$ cat src/rtl/mode_margin_frequency_filter_core_defines.svh
// assertion macros for the mode-margin frequency filter
`ifndef MODE_MARGIN_FREQUENCY_FILTER_CORE_DEFINES_SVH
`define MODE_MARGIN_FREQUENCY_FILTER_CORE_DEFINES_SVH

`ifndef SYNTHESIS
// checked outside reset
`define MMFF_ASSERT(label, prop) \
  label: assert property (@(posedge clk_i) disable iff (!rst_ni) prop) \
    else $error("mmff assertion failed");
// checked during reset too
`define MMFF_ASSERT_ALWAYS(label, prop) \
  label: assert property (@(posedge clk_i) prop) \
    else $error("mmff assertion failed");
`else
`define MMFF_ASSERT(label, prop)
`define MMFF_ASSERT_ALWAYS(label, prop)
`endif

`endif

$ cat src/rtl/mmff_pkg.sv
package mmff_pkg;

  localparam int TableDepth  = 256;
  localparam int ValueWidth  = 32;
  localparam int ItemWidth   = 32;
  localparam int CountWidth  = 9;
  localparam int MarginWidth = 9;
  localparam int KeptWidth   = 16;

  localparam logic [CountWidth-1:0] CountMax = {CountWidth{1'b1}};
  localparam logic [KeptWidth-1:0]  KeptMax  = {KeptWidth{1'b1}};

  // request codes
  localparam logic [1:0] ReqClear = 2'd0;
  localparam logic [1:0] ReqLoad  = 2'd1;
  localparam logic [1:0] ReqQuery = 2'd2;

  typedef logic [ValueWidth-1:0] key_t;

  // token handed from cell to cell
  typedef struct packed {
    logic                  vld;
    logic [1:0]            req;
    logic [ItemWidth-1:0]  item;
    key_t                  key;
    logic                  last;
    logic                  found;
    logic [CountWidth-1:0] cnt;
  } tok_t;

  // one result beat
  typedef struct packed {
    logic [KeptWidth-1:0] kept;
    logic [ItemWidth-1:0] value;
    logic                 keep;
    logic                 last;
    logic                 ovf;
  } res_t;

  // sign-extend the item, then keep the compare width
  function automatic key_t to_key(input logic [ItemWidth-1:0] item);
    logic signed [ItemWidth+ValueWidth-1:0] ext;
    ext = (ItemWidth+ValueWidth)'($signed(item));
    return ext[ValueWidth-1:0];
  endfunction

endpackage

$ cat src/rtl/mmff_tail.sv
module mmff_tail (
  input  logic                            clk_i,
  input  logic                            rst_ni,
  input  mmff_pkg::tok_t                  tok_i,
  input  logic [mmff_pkg::MarginWidth-1:0] margin_i,
  input  logic                            ready_i,
  output logic                            adv_o,
  output logic                            valid_o,
  output mmff_pkg::res_t                  res_o
);
  import mmff_pkg::*;

  logic [CountWidth-1:0] mode_q, mode_d;
  logic [KeptWidth-1:0]  batch_q, batch_d, kept_inc;
  logic                  ovf_q, ovf_d;
  logic                  out_vld_q, out_vld_d;
  res_t                  res_q;
  logic                  is_res, keep;
  logic [CountWidth-1:0] cnt;
  logic [CountWidth:0]   reach;

  assign is_res = tok_i.vld && (tok_i.req == ReqQuery);
  // only a query waiting on a full output register that is not taken holds the chain
  assign adv_o  = !(is_res && out_vld_q && !ready_i);

  assign cnt      = tok_i.found ? tok_i.cnt : '0;
  assign reach    = {1'b0, cnt} + (CountWidth+1)'(margin_i);
  assign keep     = reach >= {1'b0, mode_q};
  assign kept_inc = (keep && batch_q != KeptMax) ? batch_q + KeptWidth'(1) : batch_q;

  always_comb begin
    mode_d    = mode_q;
    batch_d   = batch_q;
    ovf_d     = ovf_q;
    out_vld_d = out_vld_q;
    if (ready_i) begin
      out_vld_d = 1'b0;
    end
    if (adv_o && tok_i.vld) begin
      case (tok_i.req)
        ReqClear: begin
          mode_d = '0;
        end
        ReqLoad: begin
          if (!tok_i.found) begin
            ovf_d = 1'b1;
          end else if (tok_i.cnt > mode_q) begin
            mode_d = tok_i.cnt;
          end
        end
        ReqQuery: begin
          batch_d   = tok_i.last ? '0 : kept_inc;
          out_vld_d = 1'b1;
        end
        default: ;
      endcase
    end
  end

  always_ff @(posedge clk_i or negedge rst_ni) begin
    if (!rst_ni) begin
      mode_q    <= '0;
      batch_q   <= '0;
      ovf_q     <= 1'b0;
      out_vld_q <= 1'b0;
    end else begin
      mode_q    <= mode_d;
      batch_q   <= batch_d;
      ovf_q     <= ovf_d;
      out_vld_q <= out_vld_d;
    end
  end

  always_ff @(posedge clk_i) begin
    if (adv_o && is_res) begin
      res_q.value <= tok_i.item;
      res_q.keep  <= keep;
      res_q.kept  <= kept_inc;
      res_q.last  <= tok_i.last;
      res_q.ovf   <= ovf_q;
    end
  end

  assign valid_o = out_vld_q;
  assign res_o   = res_q;

endmodule
$ cat config.mk
export PLATFORM = sky130hd
export DESIGN_NAME = mmff_tail
export DESIGN_NICKNAME = d
export VERILOG_FILES = /design/src/rtl/mode_margin_frequency_filter_core_defines.svh /design/src/rtl/mmff_pkg.sv /design/src/rtl/mmff_tail.sv
export SDC_FILE = /design/constraint.sdc
export NUM_CORES = 1
export LEC_CHECK = 0
export ABC_AREA = 1
export BUFFER_PORTS_ARGS = -buffer_cell sky130_fd_sc_hd__buf_2
export CELL_PAD_IN_SITES_DETAIL_PLACEMENT = 0
export CELL_PAD_IN_SITES_GLOBAL_PLACEMENT = 1
export CORE_MARGIN = 2
export CORE_UTILIZATION = 38
export CTS_CLUSTER_DIAMETER = 200
export DETAILED_ROUTE_END_ITERATION = 10
export PLACE_DENSITY = 0.81
export SLEW_MARGIN = 30
export SYNTH_ARGS = -nofsm -noshare
export SYNTH_HDL_FRONTEND = slang
export SYNTH_SLANG_ARGS = --single-unit
$ cat constraint.sdc
create_clock -name clk_i -period 4.75 [get_ports clk_i]
set_clock_uncertainty 0.05 [all_clocks]
set_input_delay 0.475 -clock clk_i [delete_from_list [all_inputs] [get_ports clk_i]]
set_output_delay 0.475 -clock clk_i [all_outputs]
set_load 0.03 [all_outputs]
==> results.ini <==
[global_route]
grt_pass1_wl_um = 14040
grt_max_degree = 52
first_global_vias = 3133
grt_antenna_before_repair = 0
grt_usage_pct = 14.89
gr-total-overflow = 0

[critical_path]
end_kind = flip-flop
startpoint_type = input port
arrival_ns = 3.39
critPathKind = in2reg
cp_max_fo = 20
cp.required_ns = 4.81

[route]
drt-total-wl_um = 8564
routedWlPerCell_um = 12.27
drc = 0
routed-via-count = 3205
dr.pass1.iters = 4
antenna_left = 0
drt_iter0_drc = 149
avgViaCountPerCell = 4.592

[timing]
worst_pin_slew_ns = 0.7157
setup_tns_ns = 0
rsz0062_at_grt = no
drv_slew = 0
hold_viol_final = 0
fin_crit_ns = 3.327
setup_viol = 0
fin_crit_sh_pct = 70.04
slew-limit-headroom_pct = 52.24
max_freq_mhz = 300.6

[floorplan]
dieArea_mm2 = 0.01199
die_h_um = 109.5
die_w_um = 109.5
core_region_area_mm2 = 0.01084
pin_count = 143
initial_core_util_pct = 39.01
row_count = 38

[cts]
cts.path.max_buffers = 2
cts_tree = built
cts_num_sinks = 78
hold_buffers = 0
clk_latency_ns = 0.36
cts_root_buffer = clkbuf_8
htreeDepth = 3
cts_resized = 0
cts_buffers = 9
post-cts-setup-buffers = 0
clkTransAtPathRegs_ns = 0.08

[synth]
ys.flop_type = edfxtp_1
yosysTopAreaCell = edfxtp_1
ys_warn_count = 0
syn-instance-count = 442
synth_edf_count = 51
synthTopCellsByArea = edfxtp_1 36%, dfrtp_1 16%, nand2_1 12%, ha_1 8.3%, inv_1 4.6%
yosysUniqueCellTypes = 37
syn_nets = 561
async_reset_ff_share_pct = 34.62
syn_area_mm2 = 0.004229
synth.top_cell.area_share_pct = 36.21
synth_seq_cells = 78
avgSynthCellArea_um2 = 9.568
ys_seq_area_share_pct = 52.19

[power_and_ir_drop]
p_leak_nw = 2.444
seqPwrFrac_pct = 52.1
p_sw_share_pct = 29.59
p_clk_share_pct = 28.2
p_total_mw = 1.492
irDropWorstVdd_mv = 0.1404
combPwrFrac_pct = 19.7
cellPowerDensity_mw_per_mm2 = 295.5
p_int_mw = 1.050
p_switching_uw = 441.6

[finish]
n_antenna_cell = 0
n_fill_cell = 1073
fin_util_pct = 46.58
drive_gt1_share_pct = 28.14
syn_to_final_growth_pct = 19.41
nets = 673

[status]
status = finished clean

[placed_design]
io_buffers = 110
hpwl_um = 6458
place.gp.congestion = 0.8373

[job]
drv_cap = 0

[min_path]
min_path_type = in2async

## critical path: stages
cell and delay (ns):
buf_2 0.17, nand2_1 0.09, inv_1 0.04, ha_1 0.21, fa_1 0.41, nand3_1 0.10
nand2_1 0.10, nand4_1 0.09, o211ai_1 0.10, xor2_1 0.16, ha_1 0.19, nor2_1 0.08
nand2_1 0.05, o21bai_2 0.18, a21oi_2 0.11, nand2_2 0.29, nand2_4 0.29, nand2_1 0.09
and2_1 0.15
## layout make-up
| type | instances | area [um^2] | share of cell area [%] |
|---|---|---|---|
| clock buffer | 11 | 131.4 | 2.602 |
| tap | 140 | 175.2 | 3.469 |
| multi-input combinational | 299 | 1747 | 34.59 |
| sequential | 78 | 2207 | 43.71 |
| clock inverter | 4 | 25.02 | 0.4955 |
| timing repair buffer | 111 | 558.0 | 11.05 |
| inverter | 55 | 206.4 | 4.088 |
## power groups by stage
stage	Combinational (mW)	Sequential, mW	Clock (mW)
CTS	0.298	0.777	0.431
floorplan	0.201	0.817	0
global placement	0.289	0.791	0
finish	0.294	0.777	0.421
detailed placement	0.296	0.792	0
global route	0.332	0.782	0.465
## metal layers
| layer | GRT usage [%] | part of all wire, % | vias up |
|---|---|---|---|
| met5 | 0 | 0 | - |
| met2 | 25.04 | 45 | 92 |
| li1 | - | - | 1662 |
| met4 | 5.335 | 1.8 | 0 |
| met3 | 3.912 | 7.1 | 11 |
| met1 | 18.42 | 46 | 1440 |
## final timing paths
| path | slack, ns | to | depth (start not counted) | startpoint |
|---|---|---|---|---|
| max in group asynchronous | 4.15 | batch_q[11] | 1 | rst_ni |
| max | 1.42 | res_o[36] | 19 | tok_i[9] |
| min | 0.08 | mode_q[0] | 1 | rst_ni |
| min in group clk_i | 0.24 | res_o[11] | 1 | tok_i[51] |
| max reg2reg | 2.44 | res_o[36] | 13 | mode_q[5] |
| min reg2reg | 0.42 | res_o[0] | 0 | ovf_q |
## cells in the final DEF, fill, tap and decap left out, types with 3 or more instances in the layout
master / instances
nand2_1: 135
buf_2: 110
inv_1: 52
edfxtp_1: 51
ha_1: 28
dfrtp_1: 27
nand3_1: 24
xor2_1: 16
nor2_1: 14
nand2_2: 14
o21ai_0: 12
a21oi_1: 11
clkbuf_8: 9
nor3_1: 6
nand4_1: 5
and2_1: 4
xnor2_1: 3
nand3_2: 3
inv_2: 3
nor2_4: 3
## sequential cells by signal, indices dropped and copies added (netlist names)
register and cells:
res_o 51, batch_q 16, ovf_q 1, valid_o 1, mode_q 9
## synth_stat cells, types with 3 or more instances
master,number
clkbuf_1,3
a21oi_1,11
o21ai_0,12
nand2_1,135
nand3_2,3
nor2_1,16
nand3_1,24
ha_1,28
inv_2,3
xnor2_1,3
nand2_2,14
nand4_1,5
inv_1,52
and2_1,4
xor2_1,16
dfrtp_1,27
nor3_1,6
edfxtp_1,51
## kinds of logic (layout without fill, tap and decap cells)
group                    after synthesis  in the layout  share of synthesized area (%)
AO/OA/AOI/OAI                         34             34                          4.852
AND/OR/NAND/NOR                      217            217                          23.52
XOR/XNOR                              19             19                          3.935
flip-flops                            78             78                          52.19
adder cells (fa/ha/maj)               29             29                          8.758
buffers and inverters                 65            181                          6.745
## metrics by stage
step	instance area, um^2	hold slack, ns	worst slack [ns]	cells
after floorplan	4229	0.1294	0.8207	442
after global placement	4891	0.3923	1.039	683
after detailed placement	4893	0.3973	1.032	683
after CTS	5050	0.1020	1.405	698
after global routing	5050	0.1063	1.091	698
final	5050	0.07614	1.423	698
(Power assumes the default switching activity.)
