--- config.mk ---
export PLATFORM = sky130hd
export DESIGN_NAME = mmff_cell
export DESIGN_NICKNAME = d
export VERILOG_FILES = /design/src/rtl/mode_margin_frequency_filter_core_defines.svh /design/src/rtl/mmff_pkg.sv /design/src/rtl/mmff_cell.sv
export SDC_FILE = /design/constraint.sdc
export NUM_CORES = 1
export LEC_CHECK = 0
export ABC_AREA = 1
export BUFFER_PORTS_ARGS = -buffer_cell sky130_fd_sc_hd__buf_4
export CORE_MARGIN = 5
export CORE_UTILIZATION = 55
export CTS_BUF_LIST = sky130_fd_sc_hd__clkbuf_2
export DETAILED_ROUTE_END_ITERATION = 12
export PLACE_DENSITY = 0.91
export SYNTH_ARGS = -nofsm -noshare
export SYNTH_HDL_FRONTEND = slang
export SYNTH_SLANG_ARGS = --single-unit
--- constraint.sdc ---
create_clock -name clk_i -period 3.87 [get_ports clk_i]
set_clock_uncertainty 0.15 [all_clocks]
set_input_delay 0.1935 -clock clk_i [delete_from_list [all_inputs] [get_ports clk_i]]
set_output_delay 0.1935 -clock clk_i [all_outputs]
set_load 0.02 [all_outputs]
--- src/rtl/mode_margin_frequency_filter_core_defines.svh ---
// assertion macros for the mode-margin frequency filter
`ifndef MODE_MARGIN_FREQUENCY_FILTER_CORE_DEFINES_SVH
`define MODE_MARGIN_FREQUENCY_FILTER_CORE_DEFINES_SVH

`ifndef SYNTHESIS
// checked outside reset
`define MMFF_ASSERT(label, prop) \
  label: assert property (@(posedge clk_i) disable iff (!rst_ni) prop) \
    else $error("mmff assertion failed");
// checked during reset too
`define MMFF_ASSERT_ALWAYS(label, prop) \
  label: assert property (@(posedge clk_i) prop) \
    else $error("mmff assertion failed");
`else
`define MMFF_ASSERT(label, prop)
`define MMFF_ASSERT_ALWAYS(label, prop)
`endif

`endif

--- src/rtl/mmff_pkg.sv ---
package mmff_pkg;

  localparam int TableDepth  = 256;
  localparam int ValueWidth  = 32;
  localparam int ItemWidth   = 32;
  localparam int CountWidth  = 9;
  localparam int MarginWidth = 9;
  localparam int KeptWidth   = 16;

  localparam logic [CountWidth-1:0] CountMax = {CountWidth{1'b1}};
  localparam logic [KeptWidth-1:0]  KeptMax  = {KeptWidth{1'b1}};

  // request codes
  localparam logic [1:0] ReqClear = 2'd0;
  localparam logic [1:0] ReqLoad  = 2'd1;
  localparam logic [1:0] ReqQuery = 2'd2;

  typedef logic [ValueWidth-1:0] key_t;

  // token handed from cell to cell
  typedef struct packed {
    logic                  vld;
    logic [1:0]            req;
    logic [ItemWidth-1:0]  item;
    key_t                  key;
    logic                  last;
    logic                  found;
    logic [CountWidth-1:0] cnt;
  } tok_t;

  // one result beat
  typedef struct packed {
    logic [KeptWidth-1:0] kept;
    logic [ItemWidth-1:0] value;
    logic                 keep;
    logic                 last;
    logic                 ovf;
  } res_t;

  // sign-extend the item, then keep the compare width
  function automatic key_t to_key(input logic [ItemWidth-1:0] item);
    logic signed [ItemWidth+ValueWidth-1:0] ext;
    ext = (ItemWidth+ValueWidth)'($signed(item));
    return ext[ValueWidth-1:0];
  endfunction

endpackage

--- src/rtl/mmff_cell.sv ---
module mmff_cell (
  input  logic          clk_i,
  input  logic          rst_ni,
  input  logic          adv_i,
  input  mmff_pkg::tok_t tok_i,
  output mmff_pkg::tok_t tok_o
);
  import mmff_pkg::*;

  logic                  used_q, used_d;
  key_t                  val_q, val_d;
  logic [CountWidth-1:0] cnt_q, cnt_d;
  tok_t                  tok_q, tok_d;
  logic                  hit;

  assign hit = used_q && (val_q == tok_i.key);

  always_comb begin
    used_d = used_q;
    val_d  = val_q;
    cnt_d  = cnt_q;
    tok_d  = tok_i;
    if (tok_i.vld) begin
      case (tok_i.req)
        ReqClear: begin
          used_d = 1'b0;
        end
        ReqLoad: begin
          if (!tok_i.found) begin
            if (hit) begin
              cnt_d       = (cnt_q == CountMax) ? cnt_q : cnt_q + CountWidth'(1);
              tok_d.found = 1'b1;
              tok_d.cnt   = cnt_d;
            end else if (!used_q) begin
              // first free cell takes the new value
              used_d      = 1'b1;
              val_d       = tok_i.key;
              cnt_d       = CountWidth'(1);
              tok_d.found = 1'b1;
              tok_d.cnt   = CountWidth'(1);
            end
          end
        end
        ReqQuery: begin
          if (!tok_i.found && hit) begin
            tok_d.found = 1'b1;
            tok_d.cnt   = cnt_q;
          end
        end
        default: ;
      endcase
    end
  end

  always_ff @(posedge clk_i or negedge rst_ni) begin
    if (!rst_ni) begin
      used_q <= 1'b0;
      tok_q  <= '0;
    end else if (adv_i) begin
      used_q <= used_d;
      tok_q  <= tok_d;
    end
  end

  always_ff @(posedge clk_i) begin
    if (adv_i) begin
      val_q <= val_d;
      cnt_q <= cnt_d;
    end
  end

  assign tok_o = tok_q;

endmodule

==> results of run 1 <==
==> cells in the final DEF (no fill, tap or decap), types with 5 or more instances in the layout <==
cell and instances:
nand2_1 319, nand3_1 49, inv_1 89, o21ai_0 27, xor2_1 7, diode_2 5
clkbuf_2 18, edfxtp_1 41, a21oi_1 19, buf_4 161, dlygate4sd3_1 114, nand4_1 14
xnor2_1 8, dfrtp_1 79, clkinv_4 6, clkinv_1 6, nor2_1 42
==> layer usage <==
layer | vias to the layer above | GRT usage (%) | part of all wire, %
met2 | 347 | 51.9 | 51
met4 | 0 | 15.0 | 4.3
li1 | 2865 | - | -
met3 | 75 | 7.37 | 7.8
met5 | - | 0 | 0
met1 | 2835 | 34.4 | 37
==> power groups by stage <==
stage | logic [W] | registers (W) | clock network [W]
after CTS | 0.000625 | 0.00147 | 0.000942
after floorplan | 0.000190 | 0.00156 | 0
after global placement | 0.000517 | 0.00149 | 0
after detailed placement | 0.000531 | 0.00149 | 0
final | 0.000644 | 0.00147 | 0.000946
after global routing | 0.000695 | 0.00148 | 0.00101
==> area by class of cell <==
type | instances | area, um2
Sequential cell | 120 | 3210
Timing Repair Buffer | 275 | 2350
Multi-Input combinational cell | 504 | 2230
Fill cell | 592 | 1790
Inverter | 96 | 360
Clock inverter | 14 | 200
Tap cell | 136 | 170
Clock buffer | 18 | 90.1
Antenna cell | 5 | 12.5
==> flip-flops by register name, indices dropped and copies added, names as in the netlist <==
register	count
cnt_q	9
tok_o	78
used_q	1
val_q	32
==> through the flow <==
step	hold slack (ns)	utilization (%)	setup slack, ns	cells
floorplan	-0.252	-	1.24	747
global placement	0.243	68.9	1.42	1017
CTS	0.0735	82.7	1.20	1163
detailed placement	0.244	68.9	1.32	1017
finish	0.0873	82.8	1.12	1168
global route	0.0662	82.8	0.892	1166
==> logic make-up (layout without fill, tap and decap cells) <==
family                     Yosys count  count (layout)  synth area share [%]
adders and majority gates            4               4                 0.845
DFF                                120             120                  54.2
buffers and inverters              123             403                  8.11
other                                0               5                     0
and+or+nand+nor                    436             436                  30.4
AOI/OAI and AO/OA                   49              49                  4.23
xor gates and xnor gates            15              15                  2.22
==> worst max-delay path by stage <==
stage	slack, ns	startpoint	depth (start not counted)	endpoint
after floorplan	1.24	used_q	3	val_q[0]
after global placement	1.42	val_q[19]	8	cnt_q[4]
after detailed placement	1.32	val_q[18]	8	cnt_q[3]
after CTS	1.20	val_q[18]	14	tok_o[7]
after global routing	0.89	val_q[26]	13	tok_o[5]
final	1.12	val_q[6]	15	tok_o[7]
==> repair_timing <==
item / CTS / global route
gates resized for setup: 0 / 0
hold buffers: 114 / 0
hold endpoints to repair: 190 / 0
==> worst max-delay path, cell delays in order (launching register included) <==
cell and delay, ns:
edfxtp_1 0.40, inv_1 0.05, nand2_1 0.09, nand2_1 0.09, nor2_1 0.15, nand2_1 0.07, nor2_1 0.15, nand2_2 0.11
nor2_8 0.27, nand3_1 0.18, nand3_1 0.17, nand2_1 0.07, nand3_1 0.08, nand2_1 0.06, dlygate4sd3_1 0.55, nand2_1 0.06
==> qor.txt, run 1 <==
Fin crit share = 71.2%
Crit path required time = 4.31 ns
Die Ht = 114 um
Final min period = 2.75 ns
Most frequent cell after synthesis = nand2_1
CTS sink count = 120
Dpl hpwl = 11200 um
Worst hold path class = in2async
Number of synthesized flops with an enable pin = 41
Unrepaired setup endpoints after global routing = false
GR Util All Layers = 29.9%
Max Transition Viols Final = 0
Peak Freq = 363 MHz
Total gr overflow = 0
Part of the power in registers = 48.1%
CP startpoint kind = flop
Comb pwr share = 21.0%
Initial antenna violation count = 3
Via count = 6122
Internal Power = 0.00212 W
Yosys top cell area share = 33.4%
Post-synth ARST share = 65.8%
Post-Syn Instances = 747
P_leak = 4.45 nW
Routed WL per cell = 16.3 um
Clk pwr share = 30.9%
# rows = 37
NetSw = 0.000938 W
DIE AREA = 12900 um2
CP endpoint kind = flop
Final hold viol count = 0
# setup viols final = 0
Post-Route WL = 19100 um
Synth-to-Final Area Change = 45.7%
Clock buffer depth = 2
Initial DRC count = 512
CP arrival = 3.19 ns
Reg-to-Reg Start = val_q[6]
IO Count = 159
Total clock buffers created by CTS = 17
FF-to-FF End = tok_o[7]
First-pass GRT wire length = 30500 um
Detailed Routing Iterations Pass 1 = 7
Final instance area = 8630 um2
Worst Tran Pin Value = 1.10 ns
Fraction of layout cells with a size suffix above 1 = 20.0%
Routed Antenna Nets = 0
Setup Fix Bufs, Post-CTS = 0
Root Driver = clkbuf_2
VDD IR max = 231 uV
Mapped Area = 5920 um2
Core Area = 10400 um2
CTS H-tree depth = 4
Total Neg Setup Slack = 0 ns
Outcome = finished, final reports clean
Total power = 0.00306 W
Switching part of the total = 30.6%
Clock slew at reported path FFs = 0.20 ns
Netlist cell types = 29
Synth warn = 0
P per Cell Area = 355 nW/um2
CTS tree = built
Largest net degree at the start of global routing = 80
Initial core utilization = 56.8%
Layout Nets = 1099
Syn Nets = 832
DRC = 0
Top cells by count, synth = nand2_1, inv_1, dfrtp_1
Cell accounting for the most synthesized area = dfrtp_1
Vias in the first global route = 6321
Synth top area cells = dfrtp_1, edfxtp_1, nand2_1, inv_1, nand3_1
Max_slew headroom = 26.9%
Flops & latches, synth = 120
R2R cell count = 15
Max Cap Viol = 0
RePlAce Congestion = 0.909
IO buf count = 158
CP Class = reg2reg
Die width = 114 um
R2r setup slk = 1.12 ns
Max FO, Critical Path = 19
Ys flop type = dfrtp_1
Via density = 5.24
Placed cell areas = 7180 um2
Mean area per synthesized cell = 7.93 um2
Clock Latency Late Sink = 0.65 ns
Sequential-to-total area share from yosys stat = 54.2%
No activity file was read; power rests on OpenSTA's default activity.
==> run 2: changes to the inputs <==
==> constraint.sdc (replaced) <==
create_clock -name clk_i -period 2.7 [get_ports clk_i]
set_clock_uncertainty 0.15 [all_clocks]
set_input_delay 0.135 -clock clk_i [delete_from_list [all_inputs] [get_ports clk_i]]
set_output_delay 0.135 -clock clk_i [all_outputs]
set_load 0.02 [all_outputs]
==> run 2 against run 1 <==
Worst setup slack got worse by 0.98 ns. Critical endpoint is now tok_o[9]. Via count increased by 2.9%. Largest cell class unchanged. Total power increased by 42%. First-iteration DRC count fell by 0.20%. Flip-flop and latch count unchanged. Combinational power rose by 57%. Fmax rose by 7.4%. Clock power up 32%. Register-to-register slack worse by 0.98 ns. The run now ends with negative hold slack left. Sequential share of layout area is 0.96 points lower. Non-clock buffer count grew 28.
==> qor.txt, run 2 (same netlist as run 1, synthesis figures left out) <==
Fraction of layout cells with a size suffix above 1 = 20.2% (+0.23 points)
Dpl hpwl = 10800 um (-3.0%)
Vias in the first global route = 6525 (+3.2%)
First-pass GRT wire length = 31800 um (+4.2%)
Final Worst Setup Slack = 0.135 ns (-0.981 ns)
Total clock buffers created by CTS = 17 (unchanged)
Via count = 6302 (+2.9%)
Final min period = 2.57 ns (-0.189 ns)
Worst Tran Pin Value = 1.03 ns (-0.0653 ns)
Initial DRC count = 511 (-0.20%)
Detailed Routing Iterations Pass 1 = 6 (-1)
Fin crit share = 95.0% (+24 points)
CP arrival = 3.03 ns (-0.16 ns)
CP startpoint kind = flop
RePlAce Congestion = 0.885 (-2.7%)
Largest net degree at the start of global routing = 80 (unchanged)
IO buf count = 158 (unchanged)
Max Cap Viol = 0 (unchanged)
Initial core utilization = 56.8% (unchanged)
# rows = 37 (unchanged)
Placed cell areas = 7210 um2 (+0.42%)
Number of flip-flops in the largest register = 78 (unchanged)
CP Class = reg2reg
Via density = 5.28 (+0.78%)
Post-Route WL = 20200 um (+5.6%)
Final instance area = 8850 um2 (+2.7%)
IO Count = 159 (unchanged)
Pre-CTS WS = 0.612 ns (-0.704 ns)
Synth-to-Final Area Change = 49.6%
DIE AREA = 12900 um2 (unchanged)
Layout Nets = 1127 (+2.5%)
Max Transition Viols Final = 0 (unchanged)
CTS tree = built
Routed WL per cell = 16.9 um (+3.4%)
Crit path required time = 3.16 ns (-1.15 ns)
VDD IR max = 372 uV (+61%)
P_leak = 4.58 nW (+3.0%)
GR Util All Layers = 31.3% (+1.4 points)
Initial antenna violation count = 2 (-1)
Final Hold Slack = -0.00625 ns (-0.0936 ns)
Die Ht = 114 um (unchanged)
P per Cell Area = 491 nW/um2 (+38%)
Most common cell after layout, fill and taps aside = nand2_1
# setup viols final = 0 (unchanged)
Peak Freq = 390 MHz (+7.4%)
Max_slew headroom = 31.3% (+4.4 points)
Final hold viol count = 5 (+5)
Unrepaired setup endpoints after global routing = false
Routed Antenna Nets = 0 (unchanged)
Worst hold path class = in2async
Failing checks = negative hold slack
Most frequent cells in the layout = nand2_1, buf_4, dlygate4sd3_1
Outcome = complete, but fails checks
Total Neg Setup Slack = 0 ns (unchanged)
Core Area = 10400 um2 (unchanged)
Clock buffer depth = 2 (unchanged)
Clock Latency Late Sink = 0.68 ns (+0.03 ns)
Die width = 114 um (unchanged)
CTS H-tree depth = 4 (unchanged)
Clock slew at reported path FFs = 0.25 ns (+0.05 ns)
DRC = 0 (unchanged)
Total gr overflow = 0 (unchanged)
CP endpoint kind = flop
Root Driver = clkbuf_2
Max FO, Critical Path = 3 (-16)
CTS sink count = 120 (unchanged)
FILL cells = 553 (-6.6%)
## run 2: changes by cell type in the layout (fill, tap and decap cells not counted), moves of 2 or more
| cell | change |
|---|---|
| diode_2 | -3 |
| clkinv_4 | -3 |
| buf_4 | +5 |
| inv_6 | +3 |
| clkinvlp_4 | -2 |
| inv_8 | +2 |
| dlygate4sd3_1 | +23 |
| bufinv_16 | -2 |
| inv_4 | +2 |
## run 2: worst paths after layout
path / startpoint / endpoint / slack, ns / depth (start not counted)
max in group asynchronous: rst_ni / tok_o[56] / 1.70 / 2
max reg2reg: val_q[19] / tok_o[9] / 0.13 / 13
min: rst_ni / tok_o[19] / -0.006 / 2
min reg2reg: tok_o[55] / tok_o[55] / 0.36 / 2
max: val_q[19] / tok_o[9] / 0.13 / 13
min in group clk_i: tok_i[27] / val_q[16] / 0.04 / 2
## run 2: final cells by class
class	count	area, um2	share of cell area (%)
diodes	2	5.00	0.0565
clock inverters	14	161	1.82
flip-flops and latches	120	3210	36.2
inverters	96	360	4.07
well taps	136	170	1.92
multi-input cells	504	2240	25.3
clock buffers	18	90.1	1.02
repair buffers	303	2620	29.6
## run 2: repair_timing
item | 4_1_cts | 5_1_grt
endpoints found under the hold margin | 199 | 1
buffers inserted | 0 | 1
gates resized for setup | 0 | 2
hold buffers | 136 | 1
endpoints found under the setup margin | 0 | 1
## run 2: worst max-delay path, cell delays in order, from the launching register on
cell           delay, ns
edfxtp_1            0.47
nand2_1             0.09
nand2_1             0.06
nor2_1              0.19
and2_1              0.17
nand2_1             0.08
nor2_1              0.19
nand3_2             0.16
nand2_1             0.09
nand2_1             0.04
nand3_1             0.07
o211ai_1            0.09
dlygate4sd3_1       0.57
nand2_1             0.06
## run 2: report_power, final
| part | internal, W | total [W] | switching [W] | leakage, nW |
|---|---|---|---|---|
| clock network | 0.000457 | 0.00125 | 0.000796 | 0.158 |
| registers | 0.00200 | 0.00209 | 0.0000845 | 1.34 |
| logic | 0.000464 | 0.00101 | 0.000547 | 3.08 |
## run 2: layer usage
layer	wire, um	global-route usage, %	share of wire (%)	vias up
met1	7270	35.2	36	2935
met4	854	13.0	4.2	0
met3	1560	7.85	7.7	85
li1	-	-	-	2913
met2	10500	56.5	52	369
met5	0	0	0	-
## run 2: per-stage QoR
step,util [%],cells,power [W]
after floorplan,-,747,0.00251
after global routing,85.0,1193,0.00452
after CTS,84.7,1189,0.00428
final,85.0,1193,0.00435
after global placement,69.2,1021,0.00288
after detailed placement,69.2,1021,0.00290
